`src/design/mexp_pkg.sv`:
```
package mexp_pkg;

  localparam int unsigned ElemBits = 32;
  localparam int unsigned ExpBits  = 32;
  localparam int unsigned CntBits  = 6;

  localparam logic [ElemBits-1:0] ModulusReset = 32'd4293918721;

  typedef logic [ElemBits-1:0] elem_t;

  typedef struct packed {
    logic  start;
    elem_t a;
    elem_t b;
    elem_t m;
  } mul_req_t;

  typedef struct packed {
    logic  done;
    elem_t prod;
  } mul_rsp_t;

endpackage

```
`src/design/mexp_mulmod.sv`:
```
module mexp_mulmod (
  input  logic               clk,
  input  logic               rst_n,
  input  mexp_pkg::mul_req_t req,
  output mexp_pkg::mul_rsp_t rsp
);

  logic                          busy_r, busy_nxt;
  logic [mexp_pkg::CntBits-1:0]  cnt_r, cnt_nxt;
  mexp_pkg::elem_t               a_r, a_nxt, b_r, b_nxt, m_r, m_nxt, acc_r, acc_nxt;
  logic                          done_r, done_nxt;

  logic [mexp_pkg::ElemBits:0]   dbl, sum;
  mexp_pkg::elem_t               acc2;

  always_comb begin
    busy_nxt = busy_r;
    cnt_nxt  = cnt_r;
    a_nxt    = a_r;
    b_nxt    = b_r;
    m_nxt    = m_r;
    acc_nxt  = acc_r;
    done_nxt = 1'b0;
    // double and add, one multiplier bit per cycle from the top
    dbl = {1'b0, acc_r} + {1'b0, acc_r};
    if (dbl >= {1'b0, m_r}) dbl = dbl - {1'b0, m_r};
    acc2 = dbl[mexp_pkg::ElemBits-1:0];
    sum  = {1'b0, acc2} + {1'b0, a_r};
    if (sum >= {1'b0, m_r}) sum = sum - {1'b0, m_r};
    if (req.start) begin
      busy_nxt = 1'b1;
      cnt_nxt  = '0;
      a_nxt    = req.a;
      b_nxt    = req.b;
      m_nxt    = req.m;
      acc_nxt  = '0;
    end else if (busy_r) begin
      acc_nxt = b_r[mexp_pkg::ElemBits-1] ? sum[mexp_pkg::ElemBits-1:0] : acc2;
      b_nxt   = {b_r[mexp_pkg::ElemBits-2:0], 1'b0};
      cnt_nxt = cnt_r + 1'b1;
      if (cnt_r == mexp_pkg::CntBits'(mexp_pkg::ElemBits - 1)) begin
        busy_nxt = 1'b0;
        done_nxt = 1'b1;
      end
    end
  end

  always_ff @(posedge clk) begin
    if (!rst_n) begin
      busy_r <= 1'b0;
      done_r <= 1'b0;
      cnt_r  <= '0;
    end else begin
      busy_r <= busy_nxt;
      done_r <= done_nxt;
      cnt_r  <= cnt_nxt;
    end
    a_r   <= a_nxt;
    b_r   <= b_nxt;
    m_r   <= m_nxt;
    acc_r <= acc_nxt;
  end

  assign rsp.done = done_r;
  assign rsp.prod = acc_r;

endmodule

```
`src/design/mexp_divu.sv`:
```
module mexp_divu (
  input  logic            clk,
  input  logic            rst_n,
  input  logic            start,
  input  mexp_pkg::elem_t num,
  input  mexp_pkg::elem_t den,
  output logic            done,
  output mexp_pkg::elem_t quo,
  output mexp_pkg::elem_t rem
);

  logic                          busy_r, busy_nxt, done_r, done_nxt;
  logic [mexp_pkg::CntBits-1:0]  cnt_r, cnt_nxt;
  mexp_pkg::elem_t               q_r, q_nxt, d_r, d_nxt, r_r, r_nxt;
  logic [mexp_pkg::ElemBits:0]   sh, diff;

  always_comb begin
    busy_nxt = busy_r;
    done_nxt = 1'b0;
    cnt_nxt  = cnt_r;
    q_nxt    = q_r;
    d_nxt    = d_r;
    r_nxt    = r_r;
    sh       = {r_r, q_r[mexp_pkg::ElemBits-1]};
    diff     = sh - {1'b0, d_r};
    if (start) begin
      busy_nxt = 1'b1;
      cnt_nxt  = '0;
      q_nxt    = num;
      d_nxt    = den;
      r_nxt    = '0;
    end else if (busy_r) begin
      // restoring division, one quotient bit per cycle
      if (sh >= {1'b0, d_r}) begin
        r_nxt = diff[mexp_pkg::ElemBits-1:0];
        q_nxt = {q_r[mexp_pkg::ElemBits-2:0], 1'b1};
      end else begin
        r_nxt = sh[mexp_pkg::ElemBits-1:0];
        q_nxt = {q_r[mexp_pkg::ElemBits-2:0], 1'b0};
      end
      cnt_nxt = cnt_r + 1'b1;
      if (cnt_r == mexp_pkg::CntBits'(mexp_pkg::ElemBits - 1)) begin
        busy_nxt = 1'b0;
        done_nxt = 1'b1;
      end
    end
  end

  always_ff @(posedge clk) begin
    if (!rst_n) begin
      busy_r <= 1'b0;
      done_r <= 1'b0;
      cnt_r  <= '0;
    end else begin
      busy_r <= busy_nxt;
      done_r <= done_nxt;
      cnt_r  <= cnt_nxt;
    end
    q_r <= q_nxt;
    d_r <= d_nxt;
    r_r <= r_nxt;
  end

  assign done = done_r;
  assign quo  = q_r;
  assign rem  = r_r;

endmodule

```
`src/design/modular_exponentiation_with_inverse.sv`:
```
// Modular exponentiation with optional inverse, one word at a time.
// Input channel: in_valid/in_stall with in_base_value and signed in_exponent.
// Output channel: out_valid/out_stall with out_power = base^exponent mod
// modulus. A negative exponent first inverts the base by extended Euclid.
// Config channel: cfg_valid/cfg_ready/cfg_data writes the modulus; write it
// only while the block is idle. Reset loads modulus 4293918721.
// Steps: the base is reduced by the bit-serial divider. Each of the 32
// exponent rounds runs two double-and-add multiplies on one shared
// multiplier. An inversion adds one multiply and one divide per Euclid step.
// One word is in flight at a time; in_stall is high while busy.
// When the receiver stalls, out_power holds until taken; the next word is
// not accepted until then. Reset (rst_n low, synchronous) drops any word in
// flight and leaves the block idle.
module modular_exponentiation_with_inverse (
  input  logic                clk,
  input  logic                rst_n,
  input  logic                in_valid,
  output logic                in_stall,
  input  logic [31:0]         in_base_value,
  input  logic signed [31:0]  in_exponent,
  output logic                out_valid,
  input  logic                out_stall,
  output logic [31:0]         out_power,
  input  logic                cfg_valid,
  output logic                cfg_ready,
  input  logic [31:0]         cfg_data
);

  localparam logic [3:0] S_IDLE   = 4'd0;
  localparam logic [3:0] S_RED    = 4'd1;
  localparam logic [3:0] S_EDIV   = 4'd2;
  localparam logic [3:0] S_EMUL   = 4'd3;
  localparam logic [3:0] S_EDONE  = 4'd4;
  localparam logic [3:0] S_PMUL   = 4'd5;
  localparam logic [3:0] S_PSQR   = 4'd6;
  localparam logic [3:0] S_OUT    = 4'd7;
  localparam logic [3:0] S_ESTART = 4'd8;

  logic [3:0]                   st_r, st_nxt;
  mexp_pkg::elem_t              mod_r, mod_nxt;
  mexp_pkg::elem_t              base_r, base_nxt, res_r, res_nxt, mag_r, mag_nxt;
  logic                         neg_r, neg_nxt;
  logic [mexp_pkg::CntBits-1:0] rnd_r, rnd_nxt;
  mexp_pkg::elem_t              cp_r, cp_nxt, cc_r, cc_nxt, rc_r, rc_nxt, rn_r, rn_nxt;
  mexp_pkg::elem_t              q_r, q_nxt;

  mexp_pkg::mul_req_t mreq;
  mexp_pkg::mul_rsp_t mrsp;
  logic               dstart, ddone;
  mexp_pkg::elem_t    dnum, dden, dquo, drem;
  mexp_pkg::elem_t    qm, subv;
  mexp_pkg::elem_t    mag_in;

  mexp_mulmod u_mul (.clk(clk), .rst_n(rst_n), .req(mreq), .rsp(mrsp));
  mexp_divu   u_div (.clk(clk), .rst_n(rst_n), .start(dstart), .num(dnum),
                     .den(dden), .done(ddone), .quo(dquo), .rem(drem));

  assign in_stall  = (st_r != S_IDLE);
  assign cfg_ready = (st_r == S_IDLE);
  assign out_valid = (st_r == S_OUT);
  assign out_power = res_r;

  // q mod m: the quotient never exceeds m, so one conditional subtract suffices
  assign qm     = (q_r >= mod_r) ? q_r - mod_r : q_r;
  assign subv   = (cp_r >= mrsp.prod) ? cp_r - mrsp.prod : cp_r + (mod_r - mrsp.prod);
  assign mag_in = in_exponent[31] ? 32'(0) - 32'(in_exponent) : 32'(in_exponent);

  always_comb begin
    st_nxt   = st_r;
    mod_nxt  = mod_r;
    base_nxt = base_r;
    res_nxt  = res_r;
    mag_nxt  = mag_r;
    neg_nxt  = neg_r;
    rnd_nxt  = rnd_r;
    cp_nxt   = cp_r;
    cc_nxt   = cc_r;
    rc_nxt   = rc_r;
    rn_nxt   = rn_r;
    q_nxt    = q_r;
    mreq     = '{start: 1'b0, a: res_r, b: base_r, m: mod_r};
    dstart   = 1'b0;
    dnum     = base_r;
    dden     = mod_r;
    case (st_r)
      S_IDLE: begin
        if (cfg_valid) mod_nxt = cfg_data;
        if (in_valid) begin
          base_nxt = in_base_value;
          mag_nxt  = mag_in;
          neg_nxt  = in_exponent[31];
          rnd_nxt  = '0;
          if (mod_r < 32'd2) begin
            res_nxt = '0;
            st_nxt  = S_OUT;
          end else begin
            dnum   = in_base_value;
            dstart = 1'b1;
            st_nxt = S_RED;
          end
        end
      end
      S_RED: begin
        if (ddone) begin
          base_nxt = drem;
          res_nxt  = 32'd1;
          if (neg_r) begin
            cp_nxt = '0;
            cc_nxt = 32'd1;
            rc_nxt = drem;
            rn_nxt = mod_r;
            q_nxt  = '0;
            st_nxt = S_ESTART;
          end else begin
            st_nxt = S_PMUL;
            mreq   = '{start: 1'b1, a: 32'd1, b: drem, m: mod_r};
          end
        end
      end
      S_ESTART: begin
        if (rn_r == '0) begin
          base_nxt = (cc_r >= mod_r) ? cc_r - mod_r : cc_r;
          st_nxt   = S_PMUL;
          mreq     = '{start: 1'b1, a: res_r, b: base_nxt, m: mod_r};
        end else begin
          mreq   = '{start: 1'b1, a: qm, b: cc_r, m: mod_r};
          st_nxt = S_EMUL;
        end
      end
      S_EMUL: begin
        if (mrsp.done) begin
          cp_nxt = cc_r;
          cc_nxt = subv;
          rc_nxt = rn_r;
          dstart = 1'b1;
          dnum   = rc_r;
          dden   = rn_r;
          st_nxt = S_EDIV;
        end
      end
      S_EDIV: begin
        if (ddone) begin
          q_nxt  = dquo;
          rn_nxt = drem;
          st_nxt = S_ESTART;
        end
      end
      S_PMUL: begin
        if (mrsp.done) begin
          if (mag_r[0]) res_nxt = mrsp.prod;
          mreq   = '{start: 1'b1, a: base_r, b: base_r, m: mod_r};
          st_nxt = S_PSQR;
        end
      end
      S_PSQR: begin
        if (mrsp.done) begin
          base_nxt = mrsp.prod;
          mag_nxt  = {1'b0, mag_r[31:1]};
          rnd_nxt  = rnd_r + 1'b1;
          if (rnd_r == mexp_pkg::CntBits'(mexp_pkg::ExpBits - 1)) begin
            st_nxt = S_OUT;
          end else begin
            mreq   = '{start: 1'b1, a: res_r, b: mrsp.prod, m: mod_r};
            st_nxt = S_PMUL;
          end
        end
      end
      S_OUT: begin
        if (!out_stall) st_nxt = S_IDLE;
      end
      default: st_nxt = S_IDLE;
    endcase
  end

  always_ff @(posedge clk) begin
    if (!rst_n) begin
      st_r  <= S_IDLE;
      mod_r <= mexp_pkg::ModulusReset;
    end else begin
      st_r  <= st_nxt;
      mod_r <= mod_nxt;
    end
    base_r <= base_nxt;
    res_r  <= res_nxt;
    mag_r  <= mag_nxt;
    neg_r  <= neg_nxt;
    rnd_r  <= rnd_nxt;
    cp_r   <= cp_nxt;
    cc_r   <= cc_nxt;
    rc_r   <= rc_nxt;
    rn_r   <= rn_nxt;
    q_r    <= q_nxt;
  end

endmodule

```
`config.mk`:
```
export PLATFORM = sky130hd
export DESIGN_NAME = modular_exponentiation_with_inverse
export DESIGN_NICKNAME = d
export VERILOG_FILES = /design/src/design/mexp_pkg.sv /design/src/design/mexp_mulmod.sv /design/src/design/mexp_divu.sv /design/src/design/modular_exponentiation_with_inverse.sv
export SDC_FILE = /design/constraint.sdc
export NUM_CORES = 2
export LEC_CHECK = 0
export ABC_CLOCK_PERIOD_IN_PS = 9550
export BUFFER_PORTS_ARGS = -buffer_cell sky130_fd_sc_hd__clkbuf_2
export CAP_MARGIN = 20
export CORE_UTILIZATION = 45
export DETAILED_ROUTE_END_ITERATION = 8
export MAX_ROUTING_LAYER = met4
export PLACE_DENSITY = 0.64
export SYNTH_ARGS = -nofsm -noshare
export SYNTH_HDL_FRONTEND = slang
export SYNTH_SLANG_ARGS = --single-unit
```
`constraint.sdc`:
```
create_clock -name clk -period 9.55 [get_ports clk]
set_input_delay 1.4325 -clock clk [delete_from_list [all_inputs] [get_ports clk]]
set_output_delay 1.4325 -clock clk [all_outputs]
set_load 0.005 [all_outputs]
```
* Word level (Yosys, flattened, before mapping) *
Cells that the tools add are included.

operators by class
  add/subtract/negate cells = 14
  order comparisons = 7
  eq/ne operators = 21
  mux-type cells = 84
  bitwise logic cells = 3
  reduce and logical (&&, ||, !) cells = 22

operators by type and width
  operator                                                count
  2-to-1 mux 32 bit                                       40
  2-to-1 mux 97 bit                                       5
  one-hot mux 32 bit (2 select lines)                     7
  one-hot mux 97 bit (4 select lines)                     1
  subtractor 32 bit                                       7
  one-hot mux 32 bit (4 select lines)                     1
  greater-or-equal comparator 33 x 32 -> 1 bit            3
  greater-or-equal comparator 32 bit                      3
  2-to-1 mux 96 bit                                       1
  one-hot mux 32 bit (3 select lines)                     1
  adder 32 x 32 -> 33 bit                                 2
  adder 32 bit                                            1
  logical NOT 32 bit                                      1
  < comparator 32 x 2 -> 1 bit (second input constant)    1
  2-to-1 mux 4 bit                                        8
  one-hot mux 4 bit (8 select lines)                      1
  subtractor 1 x 32 -> 32 bit (first input constant)      1
  adder 6 x 1 -> 6 bit (second input constant)            3
  == test 6 x 5 -> 1 bit (second input constant)          3
  == test 4 x 3 -> 1 bit (second input constant)          3
  2-to-1 mux 1 bit                                        12
  2-to-1 mux 6 bit                                        2
  inequality test 2 x 1 -> 1 bit (second input constant)  6
  one-hot mux 6 bit (2 select lines)                      1
  other kinds (20)                                        37

word-level totals
  flip-flop bits (word level) = 539

* Longest topological paths before layout *
  depth in word-level cells = 7
  mapped depth = 38

* Modules after synthesis *
A second synthesis with hierarchy kept.

unflattened totals
  cells, all modules = 4627
  area, all modules = 41152.0 um2

by module, submodules not included
  module                               times used  cells an instance  area each (um2)  sequential area each (um2)
  modular_exponentiation_with_inverse  1           2848               24139.4          8618.3
  mexp_mulmod                          1           1188               11120.7          3683.5
  mexp_divu                            1           591                5891.9           2722.6

* Least setup slack after synthesis *
Ideal clock, no wire load.

  path kind = reg-to-reg
  from = reg u_mul.m_r[1]
  to = reg u_mul.acc_r[14]
  library setup time = 250 ps
  arrival time = 6971 ps
  required time = 9300 ps
  setup slack = 2329 ps
  cell stages (with the launch flop) = 36
  cell sequence = edfxtp_1 -> inv_1 -> ha_1 -> nor2b_1 -> o31a_1 -> o21bai_1 -> a221oi_1 -> o211a_1 -> a221o_2 -> a21oi_4 -> nand2_4 -> buf_4 -> clkbuf_1 -> a21oi_1 -> ha_1 -> nor2b_1 -> o31ai_1 -> and2_1 -> o41ai_2 -> a21o_1 -> a21oi_1 -> xnor2_1 -> ha_1 -> nand2_1 -> or3_1 -> a221o_1 -> a21bo_2 -> a31oi_1 -> o22a_1 -> a31oi_1 -> buf_2 -> buf_2 -> nand2_1 -> o211ai_1 -> o211ai_1 -> a21oi_1

on the way
  cells in the longest elaborated chain, start to end = 6
  elaborated cells between the ends (all ways) = 8
  those cells by class = add/sub: 3; order compare: 2; mux: 3

ends and longest elaborated chain
  item                                                                               RTL line           text
  start, declared                                                                    mexp_mulmod.sv:10  mexp_pkg::elem_t a_r, a_nxt, b_r, b_nxt, m_r, m_nxt, acc_r, acc_nxt;
  start signal, assigned                                                             mexp_mulmod.sv:60  m_r <= m_nxt;
  subtractor 32 bit or greater-or-equal comparator 33 x 32 -> 1 bit (tied branches)  mexp_mulmod.sv:26  if (dbl >= {1'b0, m_r}) dbl = dbl - {1'b0, m_r};
  2-to-1 mux 32 bit                                                                  mexp_mulmod.sv:26
  adder 32 x 32 -> 33 bit                                                            mexp_mulmod.sv:28  sum = {1'b0, acc2} + {1'b0, a_r};
  subtractor 32 bit or greater-or-equal comparator 33 x 32 -> 1 bit (tied branches)  mexp_mulmod.sv:29  if (sum >= {1'b0, m_r}) sum = sum - {1'b0, m_r};
  2-to-1 mux 32 bit                                                                  mexp_mulmod.sv:29
  2-to-1 mux 32 bit (*)                                                              mexp_mulmod.sv:38  acc_nxt = b_r[mexp_pkg::ElemBits-1] ? sum[mexp_pkg::ElemBits-1:0] : acc2;
  end signal, assigned                                                               mexp_mulmod.sv:61  acc_r <= acc_nxt;
  end, declared                                                                      mexp_mulmod.sv:10

Mark *: on every way between the ends. The rest lies on a longest branch, timed or not.
A chain may end at the register's enable or synchronous reset.

* Worst setup path after layout *
  from = reg u_mul.acc_r[0]
  to = reg u_mul.acc_r[17]

on the way
  cells in the longest elaborated chain, start to end = 7
  elaborated cells between the ends (all ways) = 9
  those cells by class = add/sub: 4; order compare: 2; mux: 3

ends and longest elaborated chain
  item                                                                               RTL line           text
  adder 32 x 32 -> 33 bit (*)                                                        mexp_mulmod.sv:25  dbl = {1'b0, acc_r} + {1'b0, acc_r};
  subtractor 32 bit or greater-or-equal comparator 33 x 32 -> 1 bit (tied branches)  mexp_mulmod.sv:26
  2-to-1 mux 32 bit (*)                                                              mexp_mulmod.sv:26
  adder 32 x 32 -> 33 bit                                                            mexp_mulmod.sv:28
  subtractor 32 bit or greater-or-equal comparator 33 x 32 -> 1 bit (tied branches)  mexp_mulmod.sv:29
  2-to-1 mux 32 bit                                                                  mexp_mulmod.sv:29
  2-to-1 mux 32 bit (*)                                                              mexp_mulmod.sv:38

Marked as above.

==> impl_metrics.tcl <==
set metrics [dict create \
    clk_pin_slew_worst_paths_ns 0.06 \
    cts_buffers 67 \
    worstSkewPairLatency_ns 0.62 \
    cts_hold_buf 0 \
    root_buffer "clkbuf_16" \
    hold_class "register to register" \
    fp.dieH_um 299 \
    path_class "register to register" \
    finalPower_mw 14.2 \
    synth.area.mux_share 0.0601 \
    die_x_um 299 \
    htreeDepth 3 \
    path_common_cell "ha_1" \
    grt_start_max_net_pins 91 \
    ys_ff_latch 539 \
    power_density_nw_per_um2 323 \
    seq_area_um2 15000 \
    dieArea_um2 89600 \
    io_pins 136 \
    seq_area_frac_synth 0.378 \
    hold_depth 1 \
    overflow 0 \
    ctsResizeCount 0 \
    finalSetupViolCount 0 \
    drtPass1Iterations 8 \
    yosys_warnings 0 \
    track_usage 0.323 \
    skew_ns 0.0295 \
    synth_top_family_by_area "compound AO/OA/AOI/OAI gates" \
    utilization 0.505 \
    arrival_ns 9.30 \
    rsz0062_at_grt "no" \
    async_reset_ff_frac 0 \
    synth_compound_area_frac 0.223 \
    min_from "u_div.cnt_r[5]" \
    drt-vias-per-instance 6.27 \
    clockBufferDepth 3 \
    final_common_cell "nand2_1" \
    relSlewSlack 0.261 \
    worstHoldEndpoint "u_div.done" \
    port_buffers 135 \
    area_growth_pct 10.7 \
    cp_max_fo 58 \
    drc_errors 0 \
    initial_core_util 0.456 \
    p_leak_nw 17.8 \
    grt_pass1_wl_um 210000 \
    syn_inst 4298 \
    r2r_cells 32 \
    n_fill_cell 8211 \
    rrSetupSlack_ns 0.75 \
    gp_congestion 0.968 \
    multiInputGateArea_um2 23000 \
    drive_gt1_frac 0.0940 \
    wl_um 145000 \
    antenna_found_initial 8 \
    slowest_stage "o31ai_1" \
    syn_area_per_cell_um2 9.26 \
    synthXorXnorAreaFrac 0.0579 \
    postCtsSetupRepairBufs 0 \
    fin_crit_ns 8.80 \
    hold_viol 0 \
    synthAdderAreaFrac 0.101 \
    mostFrequentLayoutCells "nand2_1, edfxtp_1, o21ai_0, inv_1, ha_1" \
    drtIter0Drc 3810 \
    worstMarginPinSlew_ns 1.11 \
    reg2reg_from "u_mul.acc_r[0]" \
    syn_nets 4696 \
    drtAntennaViolNets 0 \
    r2r-end "u_mul.acc_r[17]" \
    fin_nets 4760 \
    cts_num_sinks 539 \
    fmax_mhz 114 \
    synth_edf_count 423 \
    ys_types 88 \
    num_rows 108 \
    yosys.area_share.simple 0.132 \
    ir_drop_mv 0.232 \
    slew_viol_final 0 \
    syn_area_um2 39800 \
    finalSetupTns_ns 0 \
    grt_pass1_vias 32422 \
    cts_tree "done" \
    core-area_um2 87200 \
    cp.required_ns 10.05 \
    fin_crit_sh 0.921 \
    cp-end-kind "register" \
    max_cap_violations 0 \
    start_kind "register" \
    synth_ff_type "edfxtp_1" \
    place_hpwl_um 109000 \
    outcome "complete, no violations" \
    cpPeakStageDelay_ns 0.67 \
    vias 34956 \
    wl_per_cell_um 26.0 \
]
-- critical path, delay by kind of cell, from the launching register on --
kind	cells	cell delay, ns
AOI/OAI and AO/OA	19	4.96
xor gates and xnor gates	1	0.25
adders and majority gates	3	0.95
buffers and inverters	3	0.51
DFF	1	0.64
muxes	2	0.64
and+or+nand+nor	4	0.65
-- cell families after synthesis --
family          count (synthesis)
compound gates               1332
simple gates                 1126
flops                         539
buf+inv                       508
fa+ha+maj                     297
xor+xnor                      263
mux                           233
-- metrics by stage --
stage	std cells	area [µm²]	setup WS (ns)	hold WS (ns)
floorplan	4298	39800	2.33	0.437
global placement	5448	41700	1.05	0.451
detailed placement	5448	41700	0.881	0.455
CTS	5571	44000	0.856	0.468
global route	5577	44000	0.426	0.494
finish	5578	44000	0.753	0.467
-- registers in the layout, summed over array words and instances (netlist names), 4 cells and up --
register / flops
base_r: 32
cc_r: 32
cp_r: 32
mag_r: 32
mod_r: 32
out_power: 32
q_r: 32
rc_r: 32
rn_r: 32
u_div.d_r: 32
u_div.quo: 32
u_div.rem: 32
u_mul.a_r: 32
u_mul.acc_r: 32
u_mul.b_r: 32
u_mul.m_r: 32
rnd_r: 6
u_div.cnt_r: 6
u_mul.cnt_r: 6
st_r: 4
-- layer usage --
metal	GRT usage	vias to the layer above	wire, µm
li1	-	16097	-
met3	0.0658	263	15300
met1	0.441	16822	62400
met4	0.117	0	5520
met5	-	-	0
met2	0.471	1774	61700
-- how the worst max path moves through the flow --
stage                              start               to  slack [ns]  cells past startpoint
after detailed placement  u_mul.acc_r[0]  u_mul.acc_r[17]        0.88                     32
final                     u_mul.acc_r[0]  u_mul.acc_r[17]        0.75                     32
after global routing      u_mul.acc_r[0]  u_mul.acc_r[21]        0.43                     31
after CTS                 u_mul.acc_r[0]  u_mul.acc_r[17]        0.86                     32
after floorplan             u_mul.m_r[1]  u_mul.acc_r[14]        2.33                     35
after global placement    u_mul.acc_r[0]  u_mul.acc_r[19]        1.05                     32
-- area by class of cell --
cell class / instances / share of cell area
multi-input cells: 3251 / 0.521
inverters: 302 / 0.0259
clock buffers: 86 / 0.0425
repair buffers: 201 / 0.0269
diodes: 7 / 0.000398
well taps: 1155 / 0.0328
flip-flops and latches: 539 / 0.341
clock inverters: 37 / 0.00918
-- power breakdown --
part	total (mW)	switching (mW)	internal (mW)	leakage (nW)
Sequential	3.86	0.687	3.17	4.87
Clock	2.69	1.10	1.58	1.11
Combinational	7.69	4.75	2.94	11.9
Total	14.2	6.54	7.70	17.8
-- synthesized netlist by cell type, types with 34 or more instances --
library cell / count / area, µm²
xnor2_1: 157 / 1380
nor3_1: 48 / 240
o21a_1: 82 / 616
a211oi_1: 51 / 383
mux2_2: 40 / 450
nand3_1: 67 / 335
a221oi_1: 38 / 333
o221ai_1: 40 / 350
nor2_1: 254 / 953
dfxtp_1: 116 / 2320
o21ai_0: 315 / 1580
nor2b_1: 38 / 238
nand2_1: 443 / 1660
a31oi_1: 58 / 363
a21o_1: 109 / 818
edfxtp_1: 423 / 12700
fa_1: 38 / 761
ha_1: 259 / 3240
o211ai_1: 63 / 473
xor2_1: 106 / 928
and2_1: 52 / 325
a21oi_1: 248 / 1240
inv_1: 302 / 1130
clkbuf_1: 158 / 593
and3_1: 63 / 394
nand4_1: 34 / 213
mux2i_1: 191 / 1910
(Power assumes the default switching activity.)
